<file path="src/rtl/core/edfls_pkg.sv">
// shared types and constants for the edf latest start finder
package edfls_pkg;

  localparam int unsigned DATA_W       = 24;
  localparam int unsigned MAX_JOBS_DEF = 256;

  localparam logic [DATA_W-1:0] MAX_START_RST = DATA_W'(10000000);

  typedef struct packed {
    logic [DATA_W-1:0] dur;
    logic [DATA_W-1:0] dl;
  } job_t;

  // per-cycle command to every cell of the chain
  typedef struct packed {
    logic ins;
    logic shift;
  } cell_ctrl_t;

  // command to the slack accumulator
  typedef struct packed {
    logic step;
    logic clear;
  } acc_ctrl_t;

  typedef enum logic {
    ST_LOAD,
    ST_DRAIN
  } state_e;

endpackage

</file>
<file path="src/rtl/core/edfls_slack.sv">
// running duration sum and minimum slack over the drained jobs
module edfls_slack
  import edfls_pkg::*;
#(
  parameter int unsigned MAX_JOBS = MAX_JOBS_DEF,
  parameter int unsigned SUM_W    = DATA_W + $clog2(MAX_JOBS + 1),
  parameter int unsigned V_W      = SUM_W + 1
) (
  input  logic                  clk_i,
  input  logic                  rst_ni,
  input  acc_ctrl_t             ctrl_i,
  input  job_t                  head_i,
  output logic signed [V_W-1:0] best_o
);

  localparam logic signed [V_W-1:0] BestInit = {1'b0, {(V_W-1){1'b1}}};

  logic [SUM_W-1:0]      sum_q, sum_d;
  logic signed [V_W-1:0] best_q, best_d;
  logic signed [V_W-1:0] slack;

  assign slack = $signed({{(V_W-DATA_W){1'b0}}, head_i.dl})
               - $signed({1'b0, sum_q + SUM_W'(head_i.dur)});

  always_comb begin
    sum_d  = sum_q;
    best_d = best_q;
    if (ctrl_i.clear) begin
      sum_d  = '0;
      best_d = BestInit;
    end else if (ctrl_i.step) begin
      sum_d = sum_q + SUM_W'(head_i.dur);
      if (slack < best_q) begin
        best_d = slack;
      end
    end
  end

  always_ff @(posedge clk_i or negedge rst_ni) begin
    if (!rst_ni) begin
      sum_q  <= '0;
      best_q <= BestInit;
    end else begin
      sum_q  <= sum_d;
      best_q <= best_d;
    end
  end

  assign best_o = best_q;

endmodule

</file>
<file path="config.mk">
export PLATFORM = sky130hd
export DESIGN_NAME = edfls_slack
export DESIGN_NICKNAME = d
export VERILOG_FILES = /design/src/rtl/core/edfls_pkg.sv /design/src/rtl/core/edfls_slack.sv
export SDC_FILE = /design/constraint.sdc
export NUM_CORES = 1
export LEC_CHECK = 0
export BUFFER_PORTS_ARGS = -buffer_cell sky130_fd_sc_hd__buf_2
export CAP_MARGIN = 0
export CORE_ASPECT_RATIO = 1.1
export CORE_UTILIZATION = 48
export CTS_CLUSTER_DIAMETER = 80
export DETAILED_ROUTE_END_ITERATION = 6
export GPL_ROUTABILITY_DRIVEN = 0
export PLACE_DENSITY = 0.64
export SLEW_MARGIN = 20
export SYNTH_ARGS = -nofsm -noshare
export SYNTH_HDL_FRONTEND = slang
export SYNTH_SLANG_ARGS = --single-unit
</file>
<file path="constraint.sdc">
create_clock -name clk_i -period 12.5 [get_ports clk_i]
set_input_delay 2.5 -clock clk_i [delete_from_list [all_inputs] [get_ports clk_i]]
set_output_delay 2.5 -clock clk_i [all_outputs]
set_load 0.05 [all_outputs]
</file>
==> out/metrics.cfg, run 1 <==
[clock_tree]
htree_levels=3
cts_made_buffers=9
cts_tree=built
holdBufCountCts=0
cts-root-buf=clkbuf_16
clk_pin_slew_ns=0.06
cts_setup_buffers=0
clock_latency_ns=0.35
clockBufferDepth=2
post_cts_resize_count=0
cts.sinks=67

[setup_path]
cp_data_arrival_time_ns=9.51
cp.buffers_inverters=2
crit_fanout=68
critPathLaunchType=input pin
crit_top_cell=a21o_1
crit_type=input pin to flop
slowest_delay_ns=0.63
cp_top_family=compound AO/OA/AOI/OAI gates
end_kind=flop
crit_slowest_cell=and2_4
crit_required_ns=12.77

[power_and_ir_drop]
vdd_ir_drop_max_v=0.00007454
intPower_uw=821.0
p_sw_frac=0.4879
fin_total_pwr_mw=1.603
combPwrFrac=0.622
p_leak_nw=3.756
p_sw_uw=782.2
seq_power_share=0.206
power_frac_clock=0.173
pwr_density_cell_nw_per_um2=211.8

[cells_and_area]
fin_nets=1007
finish.utilization=0.5658
syn_to_final_growth_pct=13.27
diodes=0
drive_gt1_frac=0.1870
design_area_um2=7570

[logic_synthesis]
synth.most_common_cell=ha_1
synth.distinct_cells=76
synth_top_flop_cell=dfrtp_1
syn_inst=801
syn_avg_cell_area_um2=8.343
seq_area_frac_synth=0.2571
ys_warn_count=0
yosysTopAreaCellShare=0.1517
ys_async_sr_fraction=1.000
synth_area_um2=6683
synth_edf_count=0
ys_ff_latch=67
yosys-top-cells-count=81 x ha_1, 75 x nor2_1, 68 x nand2_1
synth_top_area_cell=ha_1
syn_nets=936
ys_top_cells_by_area=ha_1 15%, dfstp_2 13%, dfrtp_1 13%

[run_status]
status=completed

[routing]
wl_per_cell_um=16.60
antenna_left=0
num_vias=6092
dr.pass1.iters=5
routed_via_density=5.742
wl_mm=17.61
drt_iter0_drc=299
drc_errors=0

[timing]
max_slew_margin=0.4287
finalCritPeriodShare=0.7389
hold_violations=0
tightest_slew_ns=0.8570
skew_ns=0.01228
slew_viol_final=0
period_minus_slack_ns=9.236
finalSetupViolCount=0
worst_hold_slack_ns=0.5180
fmax_mhz=108.3
setup_tns_ns=0
rsz0062_at_grt=no

[floorplanning]
core_um2=13380
die_x_um=114.5
fp.dieH_um=125.8
num_rows=44
pin_count=86
die-area_um2=14400
start_util=0.4995

[global_route]
grtUsageTotal=0.2528
antenna_found_initial=0
grt_overflow=0
grt_pass1_vias=5846
grt_max_degree=69
grt_pass1_wl_mm=28.43

[place]
io_buffers=85
placed_area_um2=7247
dp_hpwl_mm=13.56

[hold_path]
hp-class=flop to flop

[flow_run]
drv_cap=0

[registers in the layout, indices dropped and copies added, names as in the netlist]
register  flops
best_o       34
sum_q        33
[layout make-up]
class | instances | area, um2
timing repair buffer | 89 | 455.4
clock inverter | 5 | 57.56
inverter | 57 | 214.0
fill | 1222 | 5808
tap | 184 | 230.2
multi-input combinational | 648 | 4631
clock buffer | 11 | 264.0
sequential | 67 | 1718
[final timing paths]
path,cells after the start,slack (ns),startpoint,to
hold / removal,2,0.52,sum_q[23],sum_q[23]
max in group asynchronous,2,9.60,rst_ni,best_o[33]
hold reg to reg,2,0.52,sum_q[23],sum_q[23]
min in group asynchronous,2,2.36,rst_ni,sum_q[18]
setup / recovery,29,3.26,head_i[24],best_o[29]
setup reg to reg,28,5.13,sum_q[0],best_o[29]
[cell usage in the layout, fill, tap and decap left out, types with 28 or more instances in the layout]
cell type	instances
a21o_1	37
a21oi_1	46
buf_2	85
dfrtp_1	34
dfstp_2	33
ha_1	81
inv_1	56
nand2_1	68
nor2_1	75
o211ai_1	30
o21ai_0	39
xnor2_1	28
xor2_1	31
[metrics by stage]
step           cells  setup WS [ns]
2_1_floorplan    801          4.231
3_3_place_gp    1045          2.987
3_5_place_dp    1045          2.729
4_1_cts         1061          3.053
5_1_grt         1061          2.845
6_report        1061          3.264
[kinds of logic (layout without fill, tap and decap cells)]
logic type	count (synthesis)	count (layout)	synth area share
DFF	67	67	0.2571
muxes	6	6	0.008987
buffers and inverters	86	162	0.05036
adders and majority gates	83	83	0.1576
and+or+nand+nor	249	249	0.1833
xor gates and xnor gates	60	60	0.07976
AOI/OAI and AO/OA	250	250	0.2629
[power groups by stage]
stage	Sequential (mW)	Clock, mW	Combinational [mW]
2_1_floorplan	0.489	0	0.619
3_3_place_gp	0.332	0	0.958
3_5_place_dp	0.333	0	0.981
4_1_cts	0.330	0.280	0.990
5_1_grt	0.338	0.288	1.10
6_report	0.329	0.277	0.997
[routing by layer]
layer | GRT usage | routed length, um | part of all wire
met4 | 0.09015 | 323 | 0.018
met1 | 0.3369 | 8195 | 0.47
met5 | 0 | 0 | 0
met3 | 0.03128 | 907 | 0.052
met2 | 0.4200 | 8184 | 0.46
[worst reg2reg max path: cells and delay by family, from the launching register on]
| family | cells | cell delay (ns) |
|---|---|---|
| compound gates | 12 | 2.64 |
| simple gates | 9 | 2.60 |
| fa+ha+maj | 4 | 1.26 |
| flops | 1 | 0.35 |
| xor+xnor | 1 | 0.23 |
| mux | 1 | 0.14 |
| buf+inv | 1 | 0.07 |
Power figures use the tool's default switching activity.
==> inputs of run 2 (changes only) <==
- clock period: 12.5 -> 8.8 ns (I/O delays scaled with it)
==> run 2 against run 1 <==
Compared with the run above: clock-buffer cell count did not move; register-to-register slack got worse by 3.4 ns; first-iteration DRC count rose by 15%; critical path depth did not move; die area did not move; non-clock buffer count did not move; core utilization rose by 0.13 points; wire length rose by 1.3%; sequential power rose by 43%; critical endpoint unchanged; largest power group unchanged.
==> out/metrics.cfg, run 2 (synthesized netlist as in run 1, its figures left out) <==
[run_status]
status=completed  ; unchanged

[floorplanning]
core_um2=13380  ; unchanged
die_x_um=114.5  ; unchanged
pin_count=86  ; unchanged
start_util=0.4995  ; unchanged
die-area_um2=14400  ; unchanged
num_rows=44  ; unchanged
fp.dieH_um=125.8  ; unchanged

[routing]
num_vias=6142  ; was 6,092
antenna_left=0  ; unchanged
drt_iter0_drc=344  ; was 299
drc_errors=0  ; unchanged
wl_mm=17.84  ; was 17.61 mm
wl_per_cell_um=16.82  ; was 16.60 um
dr.pass1.iters=5  ; unchanged
routed_via_density=5.789  ; was 5.742

[global_route]
grt_pass1_wl_mm=29.13  ; was 28.43 mm
grt_overflow=0  ; unchanged
grtUsageTotal=0.2582  ; was 0.2528
antenna_found_initial=0  ; unchanged
grt_max_degree=68  ; was 69
grt_pass1_vias=5943  ; was 5,846

[timing]
hold_violations=0  ; unchanged
period_minus_slack_ns=8.207
worst_hold_slack_ns=0.5204  ; was 0.5180 ns
setup_tns_ns=0  ; unchanged
skew_ns=0.005915  ; was 0.01228 ns
fmax_mhz=121.9
rsz0062_at_grt=no  ; unchanged
max_slew_margin=0.4091  ; was 0.4287
finalSetupViolCount=0  ; unchanged
tightest_slew_ns=0.8863  ; was 0.8570 ns
slew_viol_final=0  ; unchanged
finalCritPeriodShare=0.9326
fin_ws_ns=0.5932  ; was 3.264 ns

[setup_path]
crit_type=input pin to flop  ; unchanged
slowest_delay_ns=0.59  ; was 0.63 ns
end_kind=flop  ; unchanged
reg2reg_from=sum_q[0]  ; unchanged
crit_start=head_i[24]  ; unchanged
ff2ff_path_depth=28  ; unchanged
crit_fanout=15  ; was 68
worstReg2RegEnd=best_o[29]  ; unchanged
critPathLaunchType=input pin  ; unchanged
endpoint=best_o[29]  ; unchanged
r2r_setup_slack_ns=1.71  ; was 5.13 ns
crit_slowest_cell=nor4b_1  ; was and2_4
crit_required_ns=9.08  ; was 12.77 ns
crit_top_cell=a21o_1  ; unchanged
cp_data_arrival_time_ns=8.48  ; was 9.51 ns

[power_and_ir_drop]
vdd_ir_drop_max_v=0.0001162  ; was 0.00007454 V
pwr_density_cell_nw_per_um2=303.9  ; was 211.8 nW/um2
p_leak_nw=3.767  ; was 3.756 nW

[clock_tree]
cts.sinks=67  ; unchanged
holdBufCountCts=0  ; unchanged
cts_made_buffers=9  ; unchanged
cts_tree=built  ; unchanged
htree_levels=3  ; unchanged
post_cts_resize_count=0  ; unchanged
clk_pin_slew_ns=0.06  ; about the same
cts_setup_buffers=0  ; unchanged
cts-root-buf=clkbuf_16  ; unchanged
clock_latency_ns=0.35  ; about the same
clockBufferDepth=2  ; unchanged

[cells_and_area]
diodes=0  ; unchanged
fin_nets=1007  ; unchanged
final_common_cell=buf_2  ; unchanged
drive_gt1_frac=0.1870  ; unchanged
largest_reg_flops=34  ; unchanged
syn_to_final_growth_pct=13.54  ; was 13.27%
final_cell_mix=85 x buf_2, 81 x ha_1, 75 x nor2_1, 68 x nand2_1, 56 x inv_1  ; unchanged

[place]
io_buffers=85  ; unchanged
dp_hpwl_mm=13.67  ; was 13.56 mm
place_ws_ns=0.3613  ; was 2.729 ns

[flow_run]
drv_cap=0  ; unchanged

[hold_path]
hp-class=flop to flop  ; unchanged

-- run 2: metrics by stage --
| stage | instance area (um2) | instances | total power, mW | utilization |
|---|---|---|---|---|
| after floorplan | 6683 | 801 | 1.573 | - |
| after global placement | 7259 | 1045 | 1.843 | 0.5426 |
| after detailed placement | 7259 | 1045 | 1.878 | 0.5426 |
| after CTS | 7587 | 1061 | 2.300 | 0.5672 |
| after global routing | 7587 | 1061 | 2.478 | 0.5672 |
| final | 7587 | 1061 | 2.306 | 0.5672 |
-- run 2: power by group --
part	internal [mW]	switching, mW	leakage (nW)
logic	0.504	0.923	2.80
registers	0.426	0.0443	0.802
clock network	0.262	0.147	0.165
total	1.19	1.11	3.77
-- run 2: per-layer routing --
| layer | GRT usage | routed length, um | up-vias |
|---|---|---|---|
| met3 | 0.02839 | 813 | 27 |
| met5 | 0 | 0 | - |
| met1 | 0.3345 | 8180 | 2915 |
| li1 | - | - | 3029 |
| met4 | 0.1176 | 535 | 0 |
| met2 | 0.4303 | 8315 | 171 |
-- run 2: cell type report --
cell class / count / area, um2
fill: 1248 / 5791
inverter: 57 / 214.0
clock inverter: 5 / 75.07
sequential: 67 / 1718
timing repair buffer: 89 / 467.9
tap: 184 / 230.2
multi-input combinational: 648 / 4629
clock buffer: 11 / 252.7
-- run 2: how the worst min path moves through the flow --
stage | slack, ns | start | endpoint | cells after the start
floorplan | 0.49 | sum_q[23] | sum_q[23] | 2
global placement | 0.50 | sum_q[23] | sum_q[23] | 2
detailed placement | 0.52 | sum_q[23] | sum_q[23] | 2
CTS | 0.53 | sum_q[23] | sum_q[23] | 2
global route | 0.56 | best_o[6] | best_o[6] | 2
finish | 0.52 | sum_q[23] | sum_q[23] | 2
-- run 2: critical path: cells and delay by family --
family                     cells  cell delay (ns)
buffers and inverters          2             0.14
adders and majority gates      4             1.25
xor gates and xnor gates       1             0.19
and+or+nand+nor                9             2.40
AOI/OAI and AO/OA             12             2.57
muxes                          1             0.15
